File: src/rtl/madt_apic_pkg.sv
// Shared constants, codes and controller/datapath interface types for the MADT APIC id table.
package madt_apic_pkg;

    // table geometry
    localparam int MAX_CPUS = 64;
    localparam int IDX_W    = (MAX_CPUS > 1) ? $clog2(MAX_CPUS) : 1;
    localparam int FILL_W   = $clog2(MAX_CPUS + 1);
    localparam int ID_W     = 8;

    // stream word widths
    localparam int IN_W     = 24;
    localparam int OUT_W    = 40;
    localparam int OUT_USED = 33;

    // MADT layout
    localparam logic [ID_W-1:0] EMPTY_ID   = 8'hff;
    localparam logic [31:0]     HDR_LEN    = 32'd44;
    localparam logic [31:0]     SAT32      = 32'hffff_ffff;
    localparam logic [7:0]      LAPIC_TYPE = 8'd0;
    localparam logic [7:0]      MIN_SUB    = 8'd2;
    localparam logic [7:0]      MIN_LAPIC  = 8'd5;
    localparam logic [31:0]     MIN_IMAGE  = 32'd8;

    // request codes
    localparam logic [1:0] REQ_BYTE = 2'd0;
    localparam logic [1:0] REQ_FWD  = 2'd1;
    localparam logic [1:0] REQ_REV  = 2'd2;

    // status codes
    localparam logic [1:0] ST_OK     = 2'd0;
    localparam logic [1:0] ST_NO_CPU = 2'd1;
    localparam logic [1:0] ST_TRUNC  = 2'd2;

    // which result the output register takes
    typedef enum logic [1:0] {
        OUT_END,
        OUT_FWD,
        OUT_REV_HIT,
        OUT_REV_MISS
    } t_out_kind;

    // controller to datapath
    typedef struct packed {
        logic      load;
        logic      byte_a;
        logic      byte_b;
        logic      fin;
        logic      ram_rd;
        logic      scan_next;
        logic      out_load;
        t_out_kind out_kind;
    } t_cmd;

    // datapath to controller
    typedef struct packed {
        logic last;
        logic rev_done;
        logic rev_hit;
    } t_sts;

endpackage

File: src/rtl/madt_apic_ram.sv
// Generic single-write, single-read RAM with registered read data.
module madt_apic_ram #(
    parameter int WIDTH = 8,
    parameter int DEPTH = 64
) (
    input  logic                                   i_clk,
    input  logic                                   i_wr_en,
    input  logic [((DEPTH > 1) ? $clog2(DEPTH) : 1)-1:0] i_wr_addr,
    input  logic [WIDTH-1:0]                       i_wr_data,
    input  logic                                   i_rd_en,
    input  logic [((DEPTH > 1) ? $clog2(DEPTH) : 1)-1:0] i_rd_addr,
    output logic [WIDTH-1:0]                       o_rd_data
);

    logic [WIDTH-1:0] r_mem [DEPTH];
    logic [WIDTH-1:0] r_rd_data;

    // write port
    always_ff @(posedge i_clk) begin
        if (i_wr_en) begin
            r_mem[i_wr_addr] <= i_wr_data;
        end
    end

    // registered read, hold data between reads
    always_ff @(posedge i_clk) begin
        if (i_rd_en) begin
            r_rd_data <= r_mem[i_rd_addr];
        end
    end

    assign o_rd_data = r_rd_data;

endmodule

File: src/rtl/madt_apic_dp.sv
// Datapath: MADT walk registers, id RAM with fill count, lookup scan and output register.
module madt_apic_dp (
    input  logic                              i_clk,
    input  logic                              i_rst_n,
    input  logic [madt_apic_pkg::IN_W-1:0]    i_s_tdata,
    input  logic [1:0]                        i_s_tuser,
    input  logic                              i_s_tlast,
    input  madt_apic_pkg::t_cmd               i_cmd,
    output madt_apic_pkg::t_sts               o_sts,
    output logic [madt_apic_pkg::OUT_W-1:0]   o_m_tdata
);

    localparam int IW = madt_apic_pkg::IDX_W;
    localparam int FW = madt_apic_pkg::FILL_W;
    localparam int PAD_W = madt_apic_pkg::OUT_W - madt_apic_pkg::OUT_USED;

    // captured input word
    logic [7:0]  r_data;
    logic [7:0]  r_cidx;
    logic [7:0]  r_query;
    logic        r_last;
    logic [1:0]  r_req;

    // walk state
    logic [31:0] r_offset,      n_offset;
    logic [31:0] r_table_len,   n_table_len;
    logic [31:0] r_entry_start, n_entry_start;
    logic [7:0]  r_entry_kind,  n_entry_kind;
    logic [7:0]  r_entry_size,  n_entry_size;
    logic [7:0]  r_captured_id, n_captured_id;
    logic        r_stopped,     n_stopped;
    logic [15:0] r_seen,        n_seen;
    logic [FW-1:0] r_fill,      n_fill;

    // first-phase results of a byte
    logic [31:0] r_rel,         n_rel;
    logic        r_in_walk,     n_in_walk;
    logic        r_start_ge_len, n_start_ge_len;

    // reverse scan index
    logic [FW-1:0] r_scan;

    // output register
    logic [1:0]  r_out_status;
    logic [15:0] r_out_count;
    logic        r_out_found;
    logic [5:0]  r_out_cpu;
    logic [7:0]  r_out_apic;

    // combinational helpers
    logic [32:0] diff;
    logic [32:0] start_sum;
    logic [7:0]  size_eff;
    logic        rel_is0;
    logic        rel_is1;
    logic        end_of_sub;
    logic        stop_now;
    logic        ram_we;
    logic [IW-1:0] rd_addr;
    logic [7:0]  rd_data;
    logic        fwd_hit;
    logic        rev_hit;
    logic [1:0]  end_status;

    // capture the accepted word
    always_ff @(posedge i_clk) begin
        if (i_cmd.load) begin
            r_data  <= i_s_tdata[7:0];
            r_cidx  <= i_s_tdata[15:8];
            r_query <= i_s_tdata[23:16];
            r_last  <= i_s_tlast;
            r_req   <= i_s_tuser;
        end
    end

    assign diff       = {1'b0, r_offset} - {1'b0, r_entry_start};
    assign rel_is0    = (r_rel == 32'd0);
    assign rel_is1    = (r_rel == 32'd1);
    assign size_eff   = rel_is1 ? r_data : r_entry_size;
    assign start_sum  = {1'b0, r_entry_start} + {25'd0, size_eff};
    assign end_of_sub = (r_rel[31:8] != 24'd0) ||
                        (({1'b0, r_rel[7:0]} + 9'd1) >= {1'b0, size_eff});

    // next state of the walk
    always_comb begin
        n_offset       = r_offset;
        n_table_len    = r_table_len;
        n_entry_start  = r_entry_start;
        n_entry_kind   = r_entry_kind;
        n_entry_size   = r_entry_size;
        n_captured_id  = r_captured_id;
        n_stopped      = r_stopped;
        n_seen         = r_seen;
        n_fill         = r_fill;
        n_rel          = r_rel;
        n_in_walk      = r_in_walk;
        n_start_ge_len = r_start_ge_len;
        stop_now       = 1'b0;
        ram_we         = 1'b0;

        // phase one: offset within the current subtable
        if (i_cmd.byte_a) begin
            n_rel          = diff[31:0];
            n_in_walk      = !r_stopped && !diff[32];
            n_start_ge_len = (r_entry_start >= r_table_len);
        end

        // phase two: apply the byte
        if (i_cmd.byte_b) begin
            if ((r_offset[31:3] == 29'd0) && r_offset[2]) begin
                n_table_len = r_table_len | ({24'd0, r_data} << {r_offset[1:0], 3'b000});
            end
            if (r_in_walk) begin
                if (rel_is0) begin
                    if (r_start_ge_len) begin
                        stop_now = 1'b1;
                    end else begin
                        n_entry_kind = r_data;
                    end
                end else if (rel_is1) begin
                    n_entry_size = r_data;
                    if (r_data < madt_apic_pkg::MIN_SUB) begin
                        stop_now = 1'b1;
                    end
                end else begin
                    if (r_rel == 32'd3) begin
                        n_captured_id = r_data;
                    end
                    if ((r_rel == 32'd4) && (r_entry_kind == madt_apic_pkg::LAPIC_TYPE) &&
                        (r_entry_size >= madt_apic_pkg::MIN_LAPIC) && r_data[0]) begin
                        if (r_seen < 16'(madt_apic_pkg::MAX_CPUS)) begin
                            ram_we = 1'b1;
                            if (r_seen >= 16'(r_fill)) begin
                                n_fill = FW'(r_seen + 16'd1);
                            end
                        end
                        n_seen = r_seen + 16'd1;
                    end
                end
                if (!stop_now && !rel_is0 && end_of_sub) begin
                    n_entry_start = start_sum[32] ? madt_apic_pkg::SAT32 : start_sum[31:0];
                end
                n_stopped = r_stopped | stop_now;
            end
            n_offset = (r_offset == madt_apic_pkg::SAT32) ? madt_apic_pkg::SAT32 :
                       r_offset + 32'd1;
        end

        // end of image: restart the walk, keep the id table
        if (i_cmd.fin) begin
            n_offset      = 32'd0;
            n_table_len   = 32'd0;
            n_entry_start = madt_apic_pkg::HDR_LEN;
            n_entry_kind  = 8'd0;
            n_entry_size  = 8'd0;
            n_captured_id = 8'd0;
            n_stopped     = 1'b0;
            n_seen        = 16'd0;
        end
    end

    // hold walk state
    always_ff @(posedge i_clk) begin
        if (!i_rst_n) begin
            r_offset       <= 32'd0;
            r_table_len    <= 32'd0;
            r_entry_start  <= madt_apic_pkg::HDR_LEN;
            r_entry_kind   <= 8'd0;
            r_entry_size   <= 8'd0;
            r_captured_id  <= 8'd0;
            r_stopped      <= 1'b0;
            r_seen         <= 16'd0;
            r_fill         <= '0;
            r_rel          <= 32'd0;
            r_in_walk      <= 1'b0;
            r_start_ge_len <= 1'b0;
        end else begin
            r_offset       <= n_offset;
            r_table_len    <= n_table_len;
            r_entry_start  <= n_entry_start;
            r_entry_kind   <= n_entry_kind;
            r_entry_size   <= n_entry_size;
            r_captured_id  <= n_captured_id;
            r_stopped      <= n_stopped;
            r_seen         <= n_seen;
            r_fill         <= n_fill;
            r_rel          <= n_rel;
            r_in_walk      <= n_in_walk;
            r_start_ge_len <= n_start_ge_len;
        end
    end

    // advance the reverse scan
    always_ff @(posedge i_clk) begin
        if (i_cmd.load) begin
            r_scan <= '0;
        end else if (i_cmd.scan_next) begin
            r_scan <= r_scan + FW'(1);
        end
    end

    // id table
    assign rd_addr = (r_req == madt_apic_pkg::REQ_REV) ? r_scan[IW-1:0] : r_cidx[IW-1:0];

    madt_apic_ram #(
        .WIDTH (madt_apic_pkg::ID_W),
        .DEPTH (madt_apic_pkg::MAX_CPUS)
    ) u_ram (
        .i_clk     (i_clk),
        .i_wr_en   (ram_we),
        .i_wr_addr (r_seen[IW-1:0]),
        .i_wr_data (r_captured_id),
        .i_rd_en   (i_cmd.ram_rd),
        .i_rd_addr (rd_addr),
        .o_rd_data (rd_data)
    );

    // lookup and end-of-image decisions
    assign fwd_hit = ({1'b0, r_cidx} < 9'(r_fill)) && (rd_data != madt_apic_pkg::EMPTY_ID);
    assign rev_hit = (rd_data == r_query) && (rd_data != madt_apic_pkg::EMPTY_ID);

    always_comb begin
        if ((r_offset < madt_apic_pkg::MIN_IMAGE) || (r_offset < r_table_len)) begin
            end_status = madt_apic_pkg::ST_TRUNC;
        end else if (r_seen == 16'd0) begin
            end_status = madt_apic_pkg::ST_NO_CPU;
        end else begin
            end_status = madt_apic_pkg::ST_OK;
        end
    end

    // load the output register
    always_ff @(posedge i_clk) begin
        if (i_cmd.out_load) begin
            case (i_cmd.out_kind)
                madt_apic_pkg::OUT_END: begin
                    r_out_status <= end_status;
                    r_out_count  <= r_seen;
                    r_out_found  <= 1'b0;
                    r_out_cpu    <= 6'd0;
                    r_out_apic   <= 8'd0;
                end
                madt_apic_pkg::OUT_FWD: begin
                    r_out_status <= madt_apic_pkg::ST_OK;
                    r_out_count  <= 16'd0;
                    r_out_found  <= fwd_hit;
                    r_out_cpu    <= 6'd0;
                    r_out_apic   <= fwd_hit ? rd_data : 8'd0;
                end
                madt_apic_pkg::OUT_REV_HIT: begin
                    r_out_status <= madt_apic_pkg::ST_OK;
                    r_out_count  <= 16'd0;
                    r_out_found  <= 1'b1;
                    r_out_cpu    <= 6'(r_scan);
                    r_out_apic   <= 8'd0;
                end
                madt_apic_pkg::OUT_REV_MISS: begin
                    r_out_status <= madt_apic_pkg::ST_OK;
                    r_out_count  <= 16'd0;
                    r_out_found  <= 1'b0;
                    r_out_cpu    <= 6'(madt_apic_pkg::MAX_CPUS - 1);
                    r_out_apic   <= 8'd0;
                end
                default: begin
                    r_out_status <= madt_apic_pkg::ST_OK;
                    r_out_count  <= 16'd0;
                    r_out_found  <= 1'b0;
                    r_out_cpu    <= 6'd0;
                    r_out_apic   <= 8'd0;
                end
            endcase
        end
    end

    assign o_sts.last     = r_last;
    assign o_sts.rev_done = (r_scan == r_fill);
    assign o_sts.rev_hit  = rev_hit;

    assign o_m_tdata = {{PAD_W{1'b0}}, r_out_apic, r_out_cpu, r_out_found,
                        r_out_count, r_out_status};

endmodule

File: src/rtl/madt_apic_ctrl.sv
// Controller: sequences table bytes, forward lookups and reverse scans, owns output valid.
module madt_apic_ctrl (
    input  logic                i_clk,
    input  logic                i_rst_n,
    input  logic                i_s_tvalid,
    input  logic [1:0]          i_s_tuser,
    output logic                o_s_tready,
    input  logic                i_m_tready,
    output logic                o_m_tvalid,
    input  madt_apic_pkg::t_sts i_sts,
    output madt_apic_pkg::t_cmd o_cmd
);

    typedef enum logic [2:0] {
        S_IDLE,
        S_BYTE_A,
        S_BYTE_B,
        S_FIN,
        S_FWD_RD,
        S_FWD_OUT,
        S_REV_RD,
        S_REV_CHK
    } t_state;

    t_state r_state;
    logic   r_m_tvalid;
    logic   slot_free;
    logic   accept;

    assign slot_free  = !r_m_tvalid || i_m_tready;
    assign o_s_tready = (r_state == S_IDLE);
    assign accept     = i_s_tvalid && o_s_tready;

    // commands per state
    always_comb begin
        o_cmd = '0;
        case (r_state)
            S_IDLE: begin
                o_cmd.load = i_s_tvalid;
            end
            S_BYTE_A: begin
                o_cmd.byte_a = 1'b1;
            end
            S_BYTE_B: begin
                o_cmd.byte_b = 1'b1;
            end
            S_FIN: begin
                if (slot_free) begin
                    o_cmd.fin      = 1'b1;
                    o_cmd.out_load = 1'b1;
                    o_cmd.out_kind = madt_apic_pkg::OUT_END;
                end
            end
            S_FWD_RD: begin
                o_cmd.ram_rd = 1'b1;
            end
            S_FWD_OUT: begin
                if (slot_free) begin
                    o_cmd.out_load = 1'b1;
                    o_cmd.out_kind = madt_apic_pkg::OUT_FWD;
                end
            end
            S_REV_RD: begin
                if (i_sts.rev_done) begin
                    if (slot_free) begin
                        o_cmd.out_load = 1'b1;
                        o_cmd.out_kind = madt_apic_pkg::OUT_REV_MISS;
                    end
                end else begin
                    o_cmd.ram_rd = 1'b1;
                end
            end
            S_REV_CHK: begin
                if (i_sts.rev_hit) begin
                    if (slot_free) begin
                        o_cmd.out_load = 1'b1;
                        o_cmd.out_kind = madt_apic_pkg::OUT_REV_HIT;
                    end
                end else begin
                    o_cmd.scan_next = 1'b1;
                end
            end
            default: begin
                o_cmd = '0;
            end
        endcase
    end

    // hold state and output valid
    always_ff @(posedge i_clk) begin
        if (!i_rst_n) begin
            r_state    <= S_IDLE;
            r_m_tvalid <= 1'b0;
        end else begin
            if (o_cmd.out_load) begin
                r_m_tvalid <= 1'b1;
            end else if (i_m_tready) begin
                r_m_tvalid <= 1'b0;
            end

            case (r_state)
                S_IDLE: begin
                    if (accept) begin
                        case (i_s_tuser)
                            madt_apic_pkg::REQ_BYTE: r_state <= S_BYTE_A;
                            madt_apic_pkg::REQ_FWD:  r_state <= S_FWD_RD;
                            madt_apic_pkg::REQ_REV:  r_state <= S_REV_RD;
                            default:                 r_state <= S_IDLE;
                        endcase
                    end
                end
                S_BYTE_A: begin
                    r_state <= S_BYTE_B;
                end
                S_BYTE_B: begin
                    r_state <= i_sts.last ? S_FIN : S_IDLE;
                end
                S_FIN, S_FWD_OUT: begin
                    if (slot_free) begin
                        r_state <= S_IDLE;
                    end
                end
                S_FWD_RD: begin
                    r_state <= S_FWD_OUT;
                end
                S_REV_RD: begin
                    if (i_sts.rev_done) begin
                        if (slot_free) begin
                            r_state <= S_IDLE;
                        end
                    end else begin
                        r_state <= S_REV_CHK;
                    end
                end
                S_REV_CHK: begin
                    if (i_sts.rev_hit) begin
                        if (slot_free) begin
                            r_state <= S_IDLE;
                        end
                    end else begin
                        r_state <= S_REV_RD;
                    end
                end
                default: begin
                    r_state <= S_IDLE;
                end
            endcase
        end
    end

    assign o_m_tvalid = r_m_tvalid;

endmodule

File: src/rtl/madt_local_apic_id_table_top.sv
// Top level: MADT local APIC id table with byte stream input and lookup results.
//
//  channel | dir | tdata (low bit up)                          | tuser     | tlast
//  s       | in  | data_byte, cpu_index, apic_query            | req_type  | last_byte
//  m       | out | status, enabled_count, found, cpu_result,   | -         | -
//          |     | apic_result, zero pad to 40 bits            |           |
//
// A table byte passes through phase one and phase two before the next ready; the last byte of an
// image adds a step that loads the end result. A forward lookup reads the id RAM
// through its registered read and then loads the result. A reverse lookup scans the filled entries
// through the one RAM read port, with a read and a check per entry: it stops at the first hit,
// and reports a miss once all filled entries have been checked.
// Reset needs no clearing pass: a fill count marks which id entries were written.
// A result waits in the output register; the block keeps accepting words and only
// holds in its final step when a second result would overwrite an untaken one.
module madt_local_apic_id_table_top (
    input  logic                            i_clk,
    input  logic                            i_rst_n,
    input  logic                            i_s_tvalid,
    output logic                            o_s_tready,
    // [7:0] data_byte, [15:8] cpu_index, [23:16] apic_query
    input  logic [madt_apic_pkg::IN_W-1:0]  i_s_tdata,
    // [1:0] req_type
    input  logic [1:0]                      i_s_tuser,
    input  logic                            i_s_tlast,
    output logic                            o_m_tvalid,
    input  logic                            i_m_tready,
    // [1:0] status, [17:2] enabled_count, [18] found, [24:19] cpu_result,
    // [32:25] apic_result, [39:33] zero
    output logic [madt_apic_pkg::OUT_W-1:0] o_m_tdata
);

    madt_apic_pkg::t_cmd cmd;
    madt_apic_pkg::t_sts sts;

    madt_apic_ctrl u_ctrl (
        .i_clk      (i_clk),
        .i_rst_n    (i_rst_n),
        .i_s_tvalid (i_s_tvalid),
        .i_s_tuser  (i_s_tuser),
        .o_s_tready (o_s_tready),
        .i_m_tready (i_m_tready),
        .o_m_tvalid (o_m_tvalid),
        .i_sts      (sts),
        .o_cmd      (cmd)
    );

    madt_apic_dp u_dp (
        .i_clk     (i_clk),
        .i_rst_n   (i_rst_n),
        .i_s_tdata (i_s_tdata),
        .i_s_tuser (i_s_tuser),
        .i_s_tlast (i_s_tlast),
        .i_cmd     (cmd),
        .o_sts     (sts),
        .o_m_tdata (o_m_tdata)
    );

endmodule

File: config.mk
export PLATFORM = sky130hd
export DESIGN_NAME = madt_local_apic_id_table_top
export DESIGN_NICKNAME = d
export VERILOG_FILES = /design/src/rtl/madt_apic_pkg.sv /design/src/rtl/madt_apic_ram.sv /design/src/rtl/madt_apic_dp.sv /design/src/rtl/madt_apic_ctrl.sv /design/src/rtl/madt_local_apic_id_table_top.sv
export SDC_FILE = /design/constraint.sdc
export NUM_CORES = 1
export LEC_CHECK = 0
export BUFFER_PORTS_ARGS = -buffer_cell sky130_fd_sc_hd__buf_2
export CAP_MARGIN = 25
export CELL_PAD_IN_SITES_DETAIL_PLACEMENT = 1
export CELL_PAD_IN_SITES_GLOBAL_PLACEMENT = 1
export CORE_MARGIN = 5
export CORE_UTILIZATION = 53
export DETAILED_ROUTE_END_ITERATION = 10
export PLACE_DENSITY = 0.83
export SLEW_MARGIN = 15
export SYNTH_ARGS = -nofsm -noshare
export SYNTH_HDL_FRONTEND = slang
export SYNTH_HIERARCHICAL = 1
export SYNTH_SLANG_ARGS = --single-unit
File: constraint.sdc
create_clock -name i_clk -period 5 [get_ports i_clk]
set_input_delay 0.5 -clock i_clk [delete_from_list [all_inputs] [get_ports i_clk]]
set_output_delay 0.5 -clock i_clk [all_outputs]
set_load 0.01 [all_outputs]
==> impl_metrics.env <==
export IMPL_r2r_slack_ns=0.37
export IMPL_ys_seq_area_share_pct=60.5
export IMPL_port_buffer_count=65
export IMPL_max_freq_mhz=216
export IMPL_finalCritPeriodShare_pct=92.5
export IMPL_combPwrFrac_pct=7.7
export IMPL_grt_max_degree=66
export IMPL_overflow=0
export IMPL_layout_drive_gt1_share_pct=15.6
export IMPL_cts_hold_buf=0
export IMPL_vias_per_cell=6.50
export IMPL_status="finished clean"
export IMPL_coreArea_um2=65700
export IMPL_r2r_worst_path_cells=18
export IMPL_clk_latency_ns=0.64
export IMPL_post_route_min_period_ns=4.63
export IMPL_swShare_pct=24.4
export IMPL_synthesis_area_um2=35100
export IMPL_die_height_um=267
export IMPL_grt_pass1_wl_mm=156
export IMPL_crit_arrival_ns=5.12
export IMPL_hpwlAfterDp_mm=65.4
export IMPL_drt_iter0_drc=2256
export IMPL_slew_viol_final=0
export IMPL_clockBufferDepth=3
export IMPL_postSynthCellCount=2586
export IMPL_synth_ff_type="edfxtp_1"
export IMPL_required_ns=5.49
export IMPL_synth_seq_cells=769
export IMPL_finalSetupTns_ns=0
export IMPL_p_leak_nw=12.4
export IMPL_hold_viol=0
export IMPL_synth_edf_count=580
export IMPL_initial_core_util_pct=53.3
export IMPL_switching_power_mw=3.45
export IMPL_htreeDepth=3
export IMPL_rsz0062_at_grt="false"
export IMPL_setup_viol=0
export IMPL_ys_types=90
export IMPL_holdPathStages=1
export IMPL_cts_made_buffers=81
export IMPL_globalRouteTotalUtil_pct=28.7
export IMPL_drv_cap=0
export IMPL_routabilityCongestion=0.870
export IMPL_max_slew_margin_rel_pct=32.8
export IMPL_holdCritStartpoint="i_s_tdata[9]"
export IMPL_tightest_slew_ns=1.00
export IMPL_power_density_nw_per_um2=363
export IMPL_use_met1_pct=35.7
export IMPL_grt_pass1_vias=24567
export IMPL_ys_warn_count=6
export IMPL_grtUsageMet3_pct=6.16
export IMPL_via_count=23354
export IMPL_avgSynthCellArea_um2=13.6
export IMPL_chipWidth_um=267
export IMPL_r2r_start="u_dp/r_rel[24]"
export IMPL_nFillCells=6299
export IMPL_antenna_cells=0
export IMPL_cts_sinks=769
export IMPL_drc=0
export IMPL_path_class="reg -> reg"
export IMPL_pwr_share_clk_pct=42.8
export IMPL_p_int_mw=10.7
export IMPL_min_path_type="in -> reg"
export IMPL_nNetsFinal=2832
export IMPL_min_to="u_dp/r_cidx[1]"
export IMPL_reg2reg_to="u_dp/r_entry_start[22]"
export IMPL_postSynth_asyncResetShare_pct=0
export IMPL_end_kind="flop"
export IMPL_fin_skew_ns=0.0197
export IMPL_max_vdd_ir_drop_uv=334
export IMPL_crit_path_max_fanout=5
export IMPL_drt_pass1_iter_count=6
export IMPL_ios=73
export IMPL_cts_clk_slew_worst_paths_ns=0.06
export IMPL_postCtsSetupRepairBufs=0
export IMPL_top_usage_layer="met2"
export IMPL_power_frac_seq_pct=49.5
export IMPL_cts_tree="yes"
export IMPL_syn_to_final_growth_pct=11.3
export IMPL_clockRootBuffer="clkbuf_16"
export IMPL_cts_resized=0
export IMPL_die_area_um2=71400
export IMPL_rows=94
export IMPL_cp_startpoint="u_dp/r_rel[24]"
export IMPL_finalWirelength_mm=103
export IMPL_routedWlPerCell_um=28.8
export IMPL_cp_start_kind="flop"
export IMPL_antenna_left=0
export IMPL_antenna_found_initial=2
export IMPL_fin_util_pct=59.3
export IMPL_gr_usage_met2_pct=49.1
-- state kept, by name (all words and copies together), names as in the netlist, 8 cells and up --
register and flops:
u_dp/r_entry_size 8, u_dp/r_query 8, u_dp/r_offset 32, u_dp/r_rel 32, u_dp/r_out_count 16, u_dp/u_ram/r_mem 512, u_dp/r_table_len 32, u_dp/r_out_apic 8
u_dp/r_entry_start 32, u_dp/r_cidx 8, u_dp/r_data 8, u_dp/r_entry_kind 8, u_dp/r_seen 16, u_dp/u_ram/o_rd_data 8, u_dp/r_captured_id 8
-- stage by stage --
step | worst slack [ns] | std cells | instance area (um^2) | total power [mW] | hold slack (ns)
2_1_floorplan | 1.23 | 2592 | 35100 | 7.84 | 0.422
3_3_place_gp | 0.681 | 3441 | 36300 | 8.13 | 0.439
3_5_place_dp | 0.511 | 3442 | 36300 | 8.18 | 0.462
4_1_cts | 0.480 | 3590 | 39000 | 14.2 | 0.0113
5_1_grt | 0.146 | 3592 | 39000 | 14.6 | 0.0170
6_report | 0.374 | 3592 | 39000 | 14.2 | 0.0440
-- power by group through the flow --
stage          Clock (mW)  Sequential, mW  Combinational, mW
2_1_floorplan           0            7.07              0.778
3_3_place_gp            0            7.13              0.998
3_5_place_dp            0            7.14               1.04
4_1_cts              6.14            7.01               1.07
5_1_grt              6.46            7.01               1.14
6_report             6.06            7.01               1.08
-- how the worst max path moves through the flow --
| stage | depth (start not counted) | slack (ns) | end |
|---|---|---|---|
| global route | 16 | 0.15 | u_dp/r_entry_start[27] |
| finish | 18 | 0.37 | u_dp/r_entry_start[22] |
| floorplan | 19 | 1.23 | u_dp/r_entry_start[22] |
| global placement | 18 | 0.68 | u_dp/r_entry_start[22] |
| CTS | 18 | 0.48 | u_dp/r_entry_start[22] |
| detailed placement | 18 | 0.51 | u_dp/r_entry_start[22] |
-- cells by family (layout without fill, tap and decap cells) --
group	count (synthesis)	after routing	share of synthesized area [%]
buffers and inverters	237	373	3.05
muxes	208	208	10.5
adders and majority gates	138	138	4.97
DFF	769	769	60.5
and+or+nand+nor	705	705	10.4
AOI/OAI and AO/OA	416	416	7.79
xor gates and xnor gates	112	112	2.80
other	1	7	0.0107
-- cells in the final DEF, fill, tap and decap left out, types with 66 or more instances in the layout --
| master | count |
|---|---|
| a21oi_1 | 161 |
| buf_2 | 66 |
| clkbuf_16 | 84 |
| dfxtp_1 | 181 |
| edfxtp_1 | 580 |
| ha_1 | 136 |
| inv_1 | 107 |
| mux4_2 | 126 |
| nand2_1 | 93 |
| nand3_1 | 81 |
| nor2_1 | 244 |
-- cell type report --
class / instances / area (um^2) / area share [%]
clock buffers: 106 / 2220 / 5.70
inverters: 108 / 405 / 1.04
repair buffers: 117 / 783 / 2.01
multi-input cells: 1586 / 12900 / 33.0
clock inverters: 42 / 443 / 1.14
flip-flops and latches: 769 / 21200 / 54.4
well taps: 864 / 1080 / 2.77
-- cells in the mapped netlist (6+ instances only) --
library cell	n	area share (%)
and2_1	32	0.57
o22ai_1	10	0.18
a21oi_1	162	2.3
o211ai_1	6	0.13
dfxtp_1	189	11
mux4_2	126	8.1
mux2i_1	61	1.7
ha_1	136	4.9
and3_1	10	0.18
nor3_1	52	0.74
mux2_2	20	0.64
buf_2	17	0.24
and4_1	10	0.25
o221ai_1	12	0.30
a21o_1	56	1.2
nand2_1	93	1.0
clkbuf_1	73	0.78
nor2_1	244	2.6
nand3_1	81	1.2
a211o_1	6	0.15
o2111ai_1	9	0.22
nand3b_1	9	0.19
xnor2_1	64	1.6
nand4_1	36	0.64
edfxtp_1	580	50
nand2b_1	27	0.48
or3_1	11	0.20
o21ai_0	35	0.50
inv_1	107	1.1
a31oi_1	17	0.30
buf_1	6	0.064
o21a_1	10	0.21
xor2_1	48	1.2
nor4_1	25	0.45
a211oi_1	22	0.47
buf_4	27	0.58
a311oi_1	11	0.27
a221oi_1	6	0.15
nor2b_1	28	0.50
-- critical path, cell delays in order (launching register included) --
cell and delay, ns:
dfxtp_1 0.34, nor4_1 0.42, and4_2 0.41, nand2_1 0.10, nor2_1 0.28, nand2_1 0.09
nand2_1 0.17, ha_1 0.20, inv_1 0.06, fa_1 0.41, nor2b_1 0.16, or3_1 0.13
nor4_1 0.06, a211oi_2 0.33, o21ai_1 0.17, or2_1 0.35, or4_4 0.46, nor3b_1 0.27
a211oi_1 0.09
-- layer usage --
| layer | vias up | share of wire, % |
|---|---|---|
| met5 | - | 0.013 |
| met4 | 2 | 5.0 |
| met3 | 314 | 7.1 |
| met2 | 1078 | 50 |
| met1 | 11987 | 38 |
| li1 | 9973 | - |
Power figures use the tool's default switching activity.
